## src/design/mesd_pkg.sv

```systemverilog
// shared types, codes and pixel address decode for the module event stream decoder
`timescale 1ns / 1ps
`default_nettype none
package mesd_pkg;

    localparam int ROC_COUNT_BITS_DEF = 5;
    localparam int QUEUE_DEPTH        = 4;
    localparam int QUEUE_AW           = $clog2(QUEUE_DEPTH);
    localparam int QUEUE_CW           = $clog2(QUEUE_DEPTH + 1);

    // word type codes, top three bits of a module word
    localparam logic [2:0] TYPE_PIX0 = 3'd0;
    localparam logic [2:0] TYPE_PIX1 = 3'd1;
    localparam logic [2:0] TYPE_ROC  = 3'd2;
    localparam logic [2:0] TYPE_H1   = 3'd4;
    localparam logic [2:0] TYPE_H0   = 3'd5;
    localparam logic [2:0] TYPE_T1   = 3'd6;
    localparam logic [2:0] TYPE_T0   = 3'd7;

    localparam logic [23:0] RAW_FILLER = 24'hffffff;

    // event error bits
    localparam logic [13:0] EVERR_ROC    = 14'h0001;
    localparam logic [13:0] EVERR_BAD_T1 = 14'h0100;
    localparam logic [13:0] EVERR_BAD_T0 = 14'h0200;
    localparam logic [13:0] EVERR_BAD_H1 = 14'h0400;
    localparam logic [13:0] EVERR_BAD_H0 = 14'h0800;

    localparam logic [10:0] PIXERR_ABORT = 11'h400;

    typedef enum logic [2:0] {
        PH_H0     = 3'd0,
        PH_H1     = 3'd1,
        PH_ROC_T0 = 3'd2,
        PH_PIX0   = 3'd3,
        PH_PIX1   = 3'd4,
        PH_T1     = 3'd5,
        PH_SKIP   = 3'd6,
        PH_T0ONLY = 3'd7
    } t_phase;

    typedef enum logic [1:0] {
        KIND_PIXEL = 2'd0,
        KIND_ROC   = 2'd1,
        KIND_EVENT = 2'd2
    } t_kind;

    typedef struct packed {
        logic [6:0] x;
        logic [7:0] y;
        logic [7:0] ph;
        logic [7:0] err;
    } t_pix_dec;

    // results caused by one word, always delivered in slot order
    typedef struct packed {
        logic        pix_v;
        logic [4:0]  pix_idx;
        logic [11:0] pix_hdr;
        logic [6:0]  pix_x;
        logic [7:0]  pix_y;
        logic [7:0]  pix_ph;
        logic [10:0] pix_err;
        logic        roca_v;
        logic [4:0]  roca_idx;
        logic [11:0] roca_hdr;
        logic        roca_err;
        logic        rocb_v;
        logic [4:0]  rocb_idx;
        logic [11:0] rocb_hdr;
        logic        rocb_err;
        logic        ev_v;
        logic [4:0]  ev_cnt;
        logic [15:0] ev_hdr;
        logic [15:0] ev_trl;
        logic [13:0] ev_err;
    } t_entry;

    typedef struct packed {
        t_kind       kind;
        logic [4:0]  roc_index;
        logic [11:0] roc_header;
        logic        roc_error;
        logic [6:0]  pixel_x;
        logic [7:0]  pixel_y;
        logic [7:0]  pulse_height;
        logic [10:0] pixel_error;
        logic [15:0] event_header;
        logic [15:0] event_trailer;
        logic [13:0] event_error;
    } t_result;

    function automatic t_pix_dec mesd_decode(input logic [23:0] raw, input logic lin);
        t_pix_dec   d;
        logic [5:0] c;
        logic [5:0] t6;
        logic [8:0] rr;
        logic [2:0] c1;
        logic [2:0] c0;
        logic [2:0] r2;
        logic [2:0] r1;
        logic [2:0] r0;
        d.ph  = {raw[8:5], raw[3:0]};
        d.err = {raw[4], 7'h00};
        c1 = raw[23:21];
        c0 = raw[20:18];
        r2 = raw[17:15];
        r1 = raw[14:12];
        r0 = raw[11:9];
        if (lin) begin
            d.x = {1'b0, raw[23:21], raw[19:17]};
            d.y = {1'b0, raw[16:13], raw[11:9]};
            if (d.x >= 7'd52 || raw[12]) d.err[6] = 1'b1;
            if (d.y >= 8'd80 || raw[20]) d.err[5] = 1'b1;
        end else begin
            c  = {1'b0, c1, 2'b00} + {2'b00, c1, 1'b0} + {3'b000, c0};
            t6 = {1'b0, r2, 2'b00} + {2'b00, r2, 1'b0} + {3'b000, r1};
            rr = {1'b0, t6, 2'b00} + {2'b00, t6, 1'b0} + {6'b000000, r0};
            d.y = 8'd80 - rr[8:1];
            d.x = {c, rr[0]};
            d.err[4] = (c1 >= 3'd6);
            d.err[3] = (c0 >= 3'd6);
            d.err[2] = (r2 >= 3'd6);
            d.err[1] = (r1 >= 3'd6);
            d.err[0] = (r0 >= 3'd6);
            // row out of range: below zero or at 80
            if (rr[8:1] > 8'd80 || rr[8:1] == 8'd0) d.err[5] = 1'b1;
            if (d.x >= 7'd52) d.err[6] = 1'b1;
        end
        return d;
    endfunction

endpackage
`default_nettype wire

```

## src/design/mesd_front.sv

```systemverilog
// front end: record parser, pixel decode and result bundling for each word
`timescale 1ns / 1ps
`default_nettype none
module mesd_front
    import mesd_pkg::*;
#(
    parameter int ROC_COUNT_BITS = ROC_COUNT_BITS_DEF
) (
    input  wire logic        i_clk,
    input  wire logic        i_rst_n,
    input  wire logic        i_accept,
    input  wire logic [15:0] i_word,
    input  wire logic        i_end,
    input  wire logic        i_cfg_we,
    input  wire logic        i_cfg_data,
    output t_entry           o_entry,
    output logic             o_push
);

    t_phase                    r_phase,   n_phase;
    logic [13:0]               r_ev_err,  n_ev_err;
    logic [15:0]               r_hdr,     n_hdr;
    logic [7:0]                r_trl,     n_trl;
    logic [11:0]               r_roc_hdr, n_roc_hdr;
    logic                      r_roc_err, n_roc_err;
    logic [ROC_COUNT_BITS-1:0] r_roc_cnt, n_roc_cnt;
    logic [11:0]               r_fpw,     n_fpw;
    logic                      r_fwm,     n_fwm;
    logic                      r_lin;

    logic [2:0]  typ;
    logic [23:0] dec_raw;
    t_pix_dec    dec;
    t_entry      e;
    logic        ev_fill;

    function automatic logic [ROC_COUNT_BITS-1:0] sat_inc(
        input logic [ROC_COUNT_BITS-1:0] v
    );
        return (v == {ROC_COUNT_BITS{1'b1}}) ? v : v + 1'b1;
    endfunction

    assign typ = i_word[15:13];
    // pixel words: second word now, or a first word closed by fill at record end
    assign dec_raw = (r_phase == PH_PIX1) ? {r_fpw, i_word[11:0]} : {i_word[11:0], 12'h000};
    assign dec = mesd_decode(dec_raw, r_lin);

    always_comb begin
        n_phase   = r_phase;
        n_ev_err  = r_ev_err;
        n_hdr     = r_hdr;
        n_trl     = r_trl;
        n_roc_hdr = r_roc_hdr;
        n_roc_err = r_roc_err;
        n_roc_cnt = r_roc_cnt;
        n_fpw     = r_fpw;
        n_fwm     = r_fwm;
        e         = '0;
        ev_fill   = 1'b0;

        unique case (r_phase)
            PH_H0: begin
                n_ev_err  = (typ != TYPE_H0) ? EVERR_BAD_H0 : 14'h0000;
                n_roc_cnt = '0;
                n_roc_err = 1'b0;
                n_roc_hdr = 12'h000;
                n_hdr     = {i_word[7:0], 8'h00};
                n_phase   = PH_H1;
            end
            PH_H1: begin
                if (typ != TYPE_H1) n_ev_err = n_ev_err | EVERR_BAD_H1;
                n_hdr[7:0] = i_word[7:0];
                n_phase    = PH_ROC_T0;
            end
            PH_ROC_T0: begin
                if (typ == TYPE_ROC) begin
                    n_roc_hdr = i_word[11:0];
                    n_roc_err = 1'b0;
                    n_phase   = PH_PIX0;
                end else begin
                    if (typ != TYPE_T0) n_ev_err = n_ev_err | EVERR_BAD_T0;
                    else                n_ev_err = n_ev_err | {i_word[12:8], 9'h000};
                    n_trl   = i_word[7:0];
                    n_phase = PH_T1;
                end
            end
            PH_PIX0: begin
                if (typ == TYPE_PIX0 || typ == TYPE_PIX1) begin
                    n_fwm   = (typ != TYPE_PIX0);
                    n_fpw   = i_word[11:0];
                    n_phase = PH_PIX1;
                end else begin
                    // any other word closes the roc
                    e.roca_v   = 1'b1;
                    e.roca_idx = 5'(r_roc_cnt);
                    e.roca_hdr = r_roc_hdr;
                    e.roca_err = r_roc_err;
                    if (r_roc_err) n_ev_err = n_ev_err | EVERR_ROC;
                    n_roc_cnt = sat_inc(r_roc_cnt);
                    if (typ == TYPE_ROC) begin
                        n_roc_hdr = i_word[11:0];
                        n_roc_err = 1'b0;
                        n_phase   = PH_PIX0;
                    end else begin
                        if (typ != TYPE_T0) n_ev_err = n_ev_err | EVERR_BAD_T0;
                        else                n_ev_err = n_ev_err | {i_word[12:8], 9'h000};
                        n_trl   = i_word[7:0];
                        n_phase = PH_T1;
                    end
                end
            end
            PH_PIX1: begin
                if (typ != TYPE_PIX1 && i_word[15]) begin
                    // aborted pixel, roc ends without flagging the event
                    e.pix_v    = 1'b1;
                    e.pix_idx  = 5'(r_roc_cnt);
                    e.pix_hdr  = r_roc_hdr;
                    e.pix_err  = PIXERR_ABORT;
                    e.roca_v   = 1'b1;
                    e.roca_idx = 5'(r_roc_cnt);
                    e.roca_hdr = r_roc_hdr;
                    e.roca_err = 1'b1;
                    n_roc_err  = 1'b1;
                    n_roc_cnt  = sat_inc(r_roc_cnt);
                    n_phase    = PH_T0ONLY;
                end else begin
                    e.pix_v   = (dec_raw != RAW_FILLER);
                    e.pix_idx = 5'(r_roc_cnt);
                    e.pix_hdr = r_roc_hdr;
                    e.pix_x   = dec.x;
                    e.pix_y   = dec.y;
                    e.pix_ph  = dec.ph;
                    e.pix_err = {1'b0, r_fwm, (typ != TYPE_PIX1), dec.err};
                    if (e.pix_v && e.pix_err != 11'h000) n_roc_err = 1'b1;
                    n_phase = PH_PIX0;
                end
            end
            PH_T1: begin
                if (typ != TYPE_T1) n_ev_err = n_ev_err | EVERR_BAD_T1;
                e.ev_v   = 1'b1;
                e.ev_cnt = 5'(r_roc_cnt);
                e.ev_hdr = r_hdr;
                e.ev_trl = {r_trl, i_word[7:0]};
                e.ev_err = n_ev_err;
                n_phase  = PH_SKIP;
            end
            PH_T0ONLY: begin
                if (typ != TYPE_T0) n_ev_err = n_ev_err | EVERR_BAD_T0;
                else                n_ev_err = n_ev_err | {i_word[12:8], 9'h000};
                n_trl   = i_word[7:0];
                n_phase = PH_T1;
            end
            PH_SKIP: begin
            end
        endcase

        // record ended early: the missing words are fill words of type three
        if (i_end) begin
            if (n_phase == PH_PIX1) begin
                e.pix_v   = 1'b1;
                e.pix_idx = 5'(n_roc_cnt);
                e.pix_hdr = n_roc_hdr;
                e.pix_x   = dec.x;
                e.pix_y   = dec.y;
                e.pix_ph  = dec.ph;
                e.pix_err = {1'b0, n_fwm, 1'b1, dec.err};
                n_roc_err = 1'b1;
                n_phase   = PH_PIX0;
            end
            case (n_phase) inside
                PH_PIX0: begin
                    e.rocb_v   = 1'b1;
                    e.rocb_idx = 5'(n_roc_cnt);
                    e.rocb_hdr = n_roc_hdr;
                    e.rocb_err = n_roc_err;
                    if (n_roc_err) n_ev_err = n_ev_err | EVERR_ROC;
                    n_roc_cnt = sat_inc(n_roc_cnt);
                    n_ev_err  = n_ev_err | EVERR_BAD_T0 | EVERR_BAD_T1;
                    n_trl     = 8'h00;
                    ev_fill   = 1'b1;
                end
                PH_H1: begin
                    n_ev_err = n_ev_err | EVERR_BAD_H1 | EVERR_BAD_T0 | EVERR_BAD_T1;
                    n_trl    = 8'h00;
                    ev_fill  = 1'b1;
                end
                PH_ROC_T0, PH_T0ONLY: begin
                    n_ev_err = n_ev_err | EVERR_BAD_T0 | EVERR_BAD_T1;
                    n_trl    = 8'h00;
                    ev_fill  = 1'b1;
                end
                PH_T1: begin
                    n_ev_err = n_ev_err | EVERR_BAD_T1;
                    ev_fill  = 1'b1;
                end
                default: begin
                end
            endcase
            if (ev_fill) begin
                e.ev_v   = 1'b1;
                e.ev_cnt = 5'(n_roc_cnt);
                e.ev_hdr = n_hdr;
                e.ev_trl = {n_trl, 8'h00};
                e.ev_err = n_ev_err;
            end
            n_phase = PH_H0;
        end
    end

    assign o_entry = e;
    assign o_push  = i_accept && (e.pix_v || e.roca_v || e.rocb_v || e.ev_v);

    always_ff @(posedge i_clk) begin
        if (!i_rst_n) begin
            r_phase   <= PH_H0;
            r_ev_err  <= '0;
            r_hdr     <= '0;
            r_trl     <= '0;
            r_roc_hdr <= '0;
            r_roc_err <= 1'b0;
            r_roc_cnt <= '0;
            r_fpw     <= '0;
            r_fwm     <= 1'b0;
            r_lin     <= 1'b0;
        end else begin
            if (i_accept) begin
                r_phase   <= n_phase;
                r_ev_err  <= n_ev_err;
                r_hdr     <= n_hdr;
                r_trl     <= n_trl;
                r_roc_hdr <= n_roc_hdr;
                r_roc_err <= n_roc_err;
                r_roc_cnt <= n_roc_cnt;
                r_fpw     <= n_fpw;
                r_fwm     <= n_fwm;
            end
            if (i_cfg_we) begin
                r_lin <= i_cfg_data;
            end
        end
    end

endmodule
`default_nettype wire

```

## src/design/mesd_fifo.sv

```systemverilog
// short queue of result bundles between front and back end
`timescale 1ns / 1ps
`default_nettype none
module mesd_fifo
    import mesd_pkg::*;
(
    input  wire logic   i_clk,
    input  wire logic   i_rst_n,
    input  wire logic   i_push,
    input  wire t_entry i_entry,
    input  wire logic   i_pop,
    output t_entry      o_entry,
    output logic        o_empty,
    output logic        o_full
);

    t_entry              r_mem [QUEUE_DEPTH];
    logic [QUEUE_AW-1:0] r_wptr, n_wptr;
    logic [QUEUE_AW-1:0] r_rptr, n_rptr;
    logic [QUEUE_CW-1:0] r_cnt;

    assign n_wptr  = (r_wptr == QUEUE_AW'(QUEUE_DEPTH - 1)) ? '0 : r_wptr + 1'b1;
    assign n_rptr  = (r_rptr == QUEUE_AW'(QUEUE_DEPTH - 1)) ? '0 : r_rptr + 1'b1;
    assign o_empty = (r_cnt == '0);
    assign o_full  = (r_cnt == QUEUE_CW'(QUEUE_DEPTH));
    assign o_entry = r_mem[r_rptr];

    always_ff @(posedge i_clk) begin
        if (i_push) begin
            r_mem[r_wptr] <= i_entry;
        end
    end

    always_ff @(posedge i_clk) begin
        if (!i_rst_n) begin
            r_wptr <= '0;
            r_rptr <= '0;
            r_cnt  <= '0;
        end else begin
            if (i_push) r_wptr <= n_wptr;
            if (i_pop)  r_rptr <= n_rptr;
            if (i_push && !i_pop)      r_cnt <= r_cnt + 1'b1;
            else if (!i_push && i_pop) r_cnt <= r_cnt - 1'b1;
        end
    end

endmodule
`default_nettype wire

```

## src/design/mesd_back.sv

```systemverilog
// back end: expands one bundle into result items through the output register
`timescale 1ns / 1ps
`default_nettype none
module mesd_back
    import mesd_pkg::*;
(
    input  wire logic   i_clk,
    input  wire logic   i_rst_n,
    input  wire t_entry i_entry,
    input  wire logic   i_empty,
    output logic        o_pop,
    input  wire logic   i_ready,
    output logic        o_valid,
    output logic        o_last,
    output t_result     o_res
);

    logic        r_valid;
    logic        r_last;
    t_result     r_res;
    logic [3:0]  r_done;
    logic [3:0]  pend;
    logic [3:0]  sel;
    logic [3:0]  rest;
    logic        load;
    t_result     res;

    // slots: pixel, first roc, second roc, event
    assign pend = {i_entry.ev_v, i_entry.rocb_v, i_entry.roca_v, i_entry.pix_v} & ~r_done;
    assign sel  = pend & (~pend + 4'd1);
    assign rest = pend & ~sel;
    assign load = !i_empty && (!r_valid || i_ready);
    assign o_pop = load && (rest == 4'd0);

    always_comb begin
        res = '0;
        if (sel[0]) begin
            res.kind         = KIND_PIXEL;
            res.roc_index    = i_entry.pix_idx;
            res.roc_header   = i_entry.pix_hdr;
            res.pixel_x      = i_entry.pix_x;
            res.pixel_y      = i_entry.pix_y;
            res.pulse_height = i_entry.pix_ph;
            res.pixel_error  = i_entry.pix_err;
        end else if (sel[1]) begin
            res.kind       = KIND_ROC;
            res.roc_index  = i_entry.roca_idx;
            res.roc_header = i_entry.roca_hdr;
            res.roc_error  = i_entry.roca_err;
        end else if (sel[2]) begin
            res.kind       = KIND_ROC;
            res.roc_index  = i_entry.rocb_idx;
            res.roc_header = i_entry.rocb_hdr;
            res.roc_error  = i_entry.rocb_err;
        end else begin
            res.kind          = KIND_EVENT;
            res.roc_index     = i_entry.ev_cnt;
            res.event_header  = i_entry.ev_hdr;
            res.event_trailer = i_entry.ev_trl;
            res.event_error   = i_entry.ev_err;
        end
    end

    always_ff @(posedge i_clk) begin
        if (load) begin
            r_res  <= res;
            r_last <= (rest == 4'd0);
        end
    end

    always_ff @(posedge i_clk) begin
        if (!i_rst_n) begin
            r_valid <= 1'b0;
            r_done  <= 4'd0;
        end else if (load) begin
            r_valid <= 1'b1;
            r_done  <= (rest == 4'd0) ? 4'd0 : (r_done | sel);
        end else if (i_ready) begin
            r_valid <= 1'b0;
        end
    end

    assign o_valid = r_valid;
    assign o_last  = r_last;
    assign o_res   = r_res;

endmodule
`default_nettype wire

```

## src/design/module_event_stream_decoder_unit.sv

```systemverilog
// top level of the module event stream decoder
//
// Takes one 16-bit module word per clock, record end on tlast, and produces pixel,
// roc-done and event-done items. The front end parses and decodes a word and queues
// the items it causes (one to three) as a bundle; a word is taken every clock while
// the four-bundle queue has room. The back end sends one item per clock from its
// output register while the output is ready, so a word's results leave in turn and
// the output port sets the sustained rate. Items pass through the queue and then the
// output register. A record that ends before its trailer is closed within the same
// cycle. The linear_addressing bit on the config channel selects linear pixel
// addressing (1) or base-six addressing (0); write it only while the block is idle.
`timescale 1ns / 1ps
`default_nettype none
module module_event_stream_decoder_unit
    import mesd_pkg::*;
#(
    parameter int ROC_COUNT_BITS = ROC_COUNT_BITS_DEF
) (
    input  wire logic         i_clk,
    input  wire logic         i_rst_n,
    input  wire logic         i_s_axis_tvalid,
    output logic              o_s_axis_tready,
    input  wire logic [15:0]  i_s_axis_tdata,   // word
    input  wire logic         i_s_axis_tlast,
    output logic              o_m_axis_tvalid,
    input  wire logic         i_m_axis_tready,
    // roc_index, roc_header, roc_error, pixel_x, pixel_y, pulse_height, pixel_error,
    // event_header, event_trailer, event_error, zero pad
    output logic [103:0]      o_m_axis_tdata,
    output logic [1:0]        o_m_axis_tuser,   // kind
    output logic              o_m_axis_tlast,
    input  wire logic         i_cfg_valid,
    output logic              o_cfg_ready,
    input  wire logic         i_cfg_data        // linear_addressing
);

    logic    accept;
    logic    push;
    logic    pop;
    logic    empty;
    logic    full;
    t_entry  fr_entry;
    t_entry  q_entry;
    t_result res;

    // nothing is taken while reset is held
    assign o_s_axis_tready = i_rst_n && !full;
    assign accept          = i_s_axis_tvalid && o_s_axis_tready;
    assign o_cfg_ready     = i_rst_n;

    mesd_front #(
        .ROC_COUNT_BITS(ROC_COUNT_BITS)
    ) u_front (
        .i_clk      (i_clk),
        .i_rst_n    (i_rst_n),
        .i_accept   (accept),
        .i_word     (i_s_axis_tdata),
        .i_end      (i_s_axis_tlast),
        .i_cfg_we   (i_cfg_valid),
        .i_cfg_data (i_cfg_data),
        .o_entry    (fr_entry),
        .o_push     (push)
    );

    mesd_fifo u_fifo (
        .i_clk   (i_clk),
        .i_rst_n (i_rst_n),
        .i_push  (push),
        .i_entry (fr_entry),
        .i_pop   (pop),
        .o_entry (q_entry),
        .o_empty (empty),
        .o_full  (full)
    );

    mesd_back u_back (
        .i_clk   (i_clk),
        .i_rst_n (i_rst_n),
        .i_entry (q_entry),
        .i_empty (empty),
        .o_pop   (pop),
        .i_ready (i_m_axis_tready),
        .o_valid (o_m_axis_tvalid),
        .o_last  (o_m_axis_tlast),
        .o_res   (res)
    );

    assign o_m_axis_tuser = res.kind;
    assign o_m_axis_tdata = {6'b000000, res.event_error, res.event_trailer, res.event_header,
                             res.pixel_error, res.pulse_height, res.pixel_y, res.pixel_x,
                             res.roc_error, res.roc_header, res.roc_index};

endmodule
`default_nettype wire

```

## config.mk

```make
export PLATFORM = sky130hd
export DESIGN_NAME = module_event_stream_decoder_unit
export DESIGN_NICKNAME = d
export VERILOG_FILES = /design/src/design/mesd_pkg.sv /design/src/design/mesd_front.sv /design/src/design/mesd_fifo.sv /design/src/design/mesd_back.sv /design/src/design/module_event_stream_decoder_unit.sv
export SDC_FILE = /design/constraint.sdc
export NUM_CORES = 1
export LEC_CHECK = 0
export ABC_AREA = 1
export BUFFER_PORTS_ARGS = -buffer_cell sky130_fd_sc_hd__buf_4
export CORE_ASPECT_RATIO = 0.9
export CORE_UTILIZATION = 60
export CTS_BUF_LIST = sky130_fd_sc_hd__clkbuf_16
export CTS_CLUSTER_SIZE = 14
export DETAILED_ROUTE_END_ITERATION = 7
export PLACE_DENSITY = 0.78
export SLEW_MARGIN = 25
export SYNTH_ARGS = -nofsm -noshare
export SYNTH_HDL_FRONTEND = slang
export SYNTH_HIERARCHICAL = 1
export SYNTH_SLANG_ARGS = --single-unit
```

## constraint.sdc

```tcl
create_clock -name i_clk -period 6.54 [get_ports i_clk]
set_input_delay 1.308 -clock i_clk [delete_from_list [all_inputs] [get_ports i_clk]]
set_output_delay 1.308 -clock i_clk [all_outputs]
set_load 0.05 [all_outputs]
```

==> flow_metrics.env <==
export IMPL_drt_pass1_iterations=8
export IMPL_fp_coreArea_mm2=0.0534
export IMPL_worst_setup_path_end_kind="flop"
export IMPL_grt_overflow_total=0
export IMPL_synth_main_ff_cell="edfxtp_1"
export IMPL_floorplan_initialDensity=0.611
export IMPL_grt_first_pass_wirelength_um=123000
export IMPL_dr_first_iter_drc_count=2667
export IMPL_min_delay_start="u_front/r_ev_err[1]"
export IMPL_power_leakage_nw=13.3
export IMPL_clkSinkCount=756
export IMPL_synth_top_cells_by_area="edfxtp_1 62%, dfxtp_1 5.3%, nor2_1 5.2%"
export IMPL_ioPinCount=133
export IMPL_grt_setup_unrepaired="false"
export IMPL_vdd_drop_max_v=0.000455
export IMPL_final_hold_worst_slack_ns=0.455
export IMPL_timing_slew_headroom=0.337
export IMPL_routed_via_count=22461
export IMPL_r2r_start="u_front/r_phase[1]"
export IMPL_share_of_flip_flops_with_an_asynchronous_set_or_reset=0
export IMPL_cts_max_level=3
export IMPL_crit_path_required_time_ns=6.88
export IMPL_grt_start_max_net_pins=182
export IMPL_worst_hold_path_num_cells=2
export IMPL_post_synth_top_count_cell="edfxtp_1"
export IMPL_report_final_slew_viol_count=0
export IMPL_antenna_found_initial=1
export IMPL_route_detailed_wl_per_inst_um=21.9
export IMPL_die_area_mm2=0.0553
export IMPL_setup_total_negative_slack_ns=0
export IMPL_rows=80
export IMPL_fp_dieW_um=248
export IMPL_first_global_vias=21981
export IMPL_synth_seq_area_share=0.669
export IMPL_fin_crit_share=0.811
export IMPL_post_cts_resized_instances=0
export IMPL_synth_instances=2854
export IMPL_criticalPathCategory="flop to flop"
export IMPL_worst_path_max_fanout=36
export IMPL_final_layout_size_suffix_gt1_frac=0.135
export IMPL_postCtsHoldBufs=0
export IMPL_placed_cells=3548
export IMPL_synth_seq_cells=756
export IMPL_postRouteWirelength_um=80700
export IMPL_ctsRootBufferMaster="clkbuf_16"
export IMPL_finalNonFillerCells=3686
export IMPL_worst_case_setup_slack_after_placement_ns=0.820
export IMPL_crit_start="u_front/r_phase[1]"
export IMPL_worst_skew_ns=0.0204
export IMPL_finalWorstSetupSlack_ns=1.24
export IMPL_antenna_violating_nets_post_route=0
export IMPL_number_of_clock_buffers_inserted_by_tritoncts=75
export IMPL_cts_tree="built"
export IMPL_worstPathArrival_ns=5.65
export IMPL_place_port_buffers=126
export IMPL_cts_buffer_depth=3
export IMPL_nNetsFinal=2993
export IMPL_count_of_endpoints_failing_hold_in_the_final_timing_report=0
export IMPL_synth_edff_count=669
export IMPL_cp_start_kind="flop"
export IMPL_ys_warnings_count=6
export IMPL_clk_transition_reported_paths_ns=0.06
export IMPL_post_synth_top_area_cell="edfxtp_1"
export IMPL_overall_global_routing_usage=0.293
export IMPL_worstMarginPinSlew_ns=0.992
export IMPL_synth_cell_area_mm2=0.0326
export IMPL_max_freq_ghz=0.189
export IMPL_power_density_mw_per_mm2=448
export IMPL_clock_latency_of_the_later_clocked_register_in_the_worst_skew_pair_ns=0.61
export IMPL_post_synth_most_frequent_cells="669 x edfxtp_1, 449 x nor2_1, 301 x inv_1"
export IMPL_finalWorstPathRequiredPeriod_ns=5.30
export IMPL_finalPower_mw=16.2
export IMPL_detailedPlacementHpwl_um=47900
export IMPL_place_gp_congestion=0.925
export IMPL_synth_top_area_share=0.616
export IMPL_die_h_um=223
export IMPL_run_status="complete, but fails checks"
export IMPL_syn_area_per_cell_um2=11.4
export IMPL_reg2regPathDepth=26
export IMPL_drc_errors=4
export IMPL_path_category_of_the_worst_min_delay_check="flop to flop"
export IMPL_violations="DRC"
export IMPL_post_cts_buffers=0
export IMPL_synth_cell_types=60
export IMPL_layout_area_overhead_vs_synth_pct=10.9
export IMPL_detail_route_vias_per_cell=6.09
export IMPL_setup_violations_final=0
export IMPL_cap_violations=0
[worst paths after layout]
| kind | endpoint | slack [ns] |
|---|---|---|
| min reg2reg | u_front/r_ev_err[1] | 0.45 |
| max | u_fifo/r_mem[0][0] | 1.24 |
| min | u_front/r_ev_err[1] | 0.45 |
| max reg2reg | u_fifo/r_mem[0][0] | 1.24 |
[placed cells by master (no fill, tap or decap), drive strengths merged, types with 2 or more instances in the layout]
master / netlist / routed
edfxtp: 669 / 669
nor2: 502 / 502
o21ai: 388 / 388
inv: 320 / 339
nand2: 235 / 235
o22ai: 188 / 188
buf: 77 / 153
a21oi: 92 / 92
dfxtp: 87 / 87
clkbuf: 84 / 79
nand3: 75 / 75
clkinv: 2 / 38
ha: 36 / 36
nor3: 24 / 24
a22oi: 15 / 15
o211ai: 12 / 12
nand4: 11 / 11
conb: 1 / 6
fa: 6 / 6
a211oi: 5 / 5
a31oi: 5 / 5
xor2: 3 / 3
xnor2: 3 / 3
diode: 0 / 2
bufinv: 0 / 2
nand3b: 2 / 2
[registers in the layout, summed over array words and instances (netlist names), 2 cells and up, named ones only]
register / count
u_front/r_roc_cnt: 5
u_front/r_roc_hdr: 12
u_fifo/r_cnt: 3
u_front/r_hdr: 16
u_front/r_trl: 8
u_back/o_res: 100
u_fifo/r_rptr: 2
u_front/r_fpw: 12
u_back/r_done: 4
u_front/r_ev_err: 14
u_fifo/r_mem: 568
u_fifo/r_wptr: 2
u_front/r_phase: 3
[metal layers]
layer  share of wire  global-route usage
met5               0                   0
met2            0.48               0.465
met4           0.029               0.106
met3           0.092              0.0535
met1            0.40               0.406
[metrics by stage]
stage	util	cell area [µm²]
floorplan	-	32600
global placement	0.635	33900
detailed placement	0.635	33900
global route	0.678	36200
CTS	0.677	36100
finish	0.678	36200
[critical path: stages (launching register included)]
cell	delay, ns
dfxtp_1	0.61
nor2_2	0.15
nand2_1	0.13
buf_4	0.46
nand2_1	0.09
nand2_1	0.22
ha_1	0.28
ha_1	0.21
fa_1	0.43
xnor2_1	0.23
inv_1	0.09
ha_1	0.28
ha_1	0.35
a21oi_1	0.18
nand2_1	0.09
nand2_1	0.06
nand2_1	0.06
inv_1	0.11
nand2_1	0.07
nand2_1	0.08
nand3_1	0.15
nand2_1	0.14
nand3_1	0.12
nand2_1	0.13
nand3_1	0.11
nand2_1	0.08
a21oi_1	0.10
[cell type report]
| class | count | area (µm²) |
|---|---|---|
| clock buffers | 79 | 1980 |
| repair buffers | 153 | 1240 |
| inverters | 322 | 1250 |
| flip-flops and latches | 756 | 21800 |
| clock inverters | 57 | 307 |
| well taps | 697 | 872 |
| fillers | 3786 | 17200 |
| diodes | 2 | 5.00 |
| multi-input cells | 1620 | 8670 |
[logic make-up (layout without fill, tap and decap cells)]
family,count (synthesis),count (layout),synth area share
DFF,756,756,0.669
adders and majority gates,42,42,0.0175
xor gates and xnor gates,6,6,0.00161
other,1,8,0.000115
AOI/OAI and AO/OA,716,716,0.129
and+or+nand+nor,850,850,0.117
buffers and inverters,483,611,0.0656
[power by group]
part / leakage [nW] / total, mW / internal [mW] / switching, mW
clock: 1.20 / 4.01 / 2.26 / 1.76
sequential: 6.85 / 6.22 / 5.96 / 0.266
combinational: 5.27 / 5.97 / 1.58 / 4.39
total: 13.3 / 16.2 / 9.79 / 6.41
(Power assumes the default switching activity.)
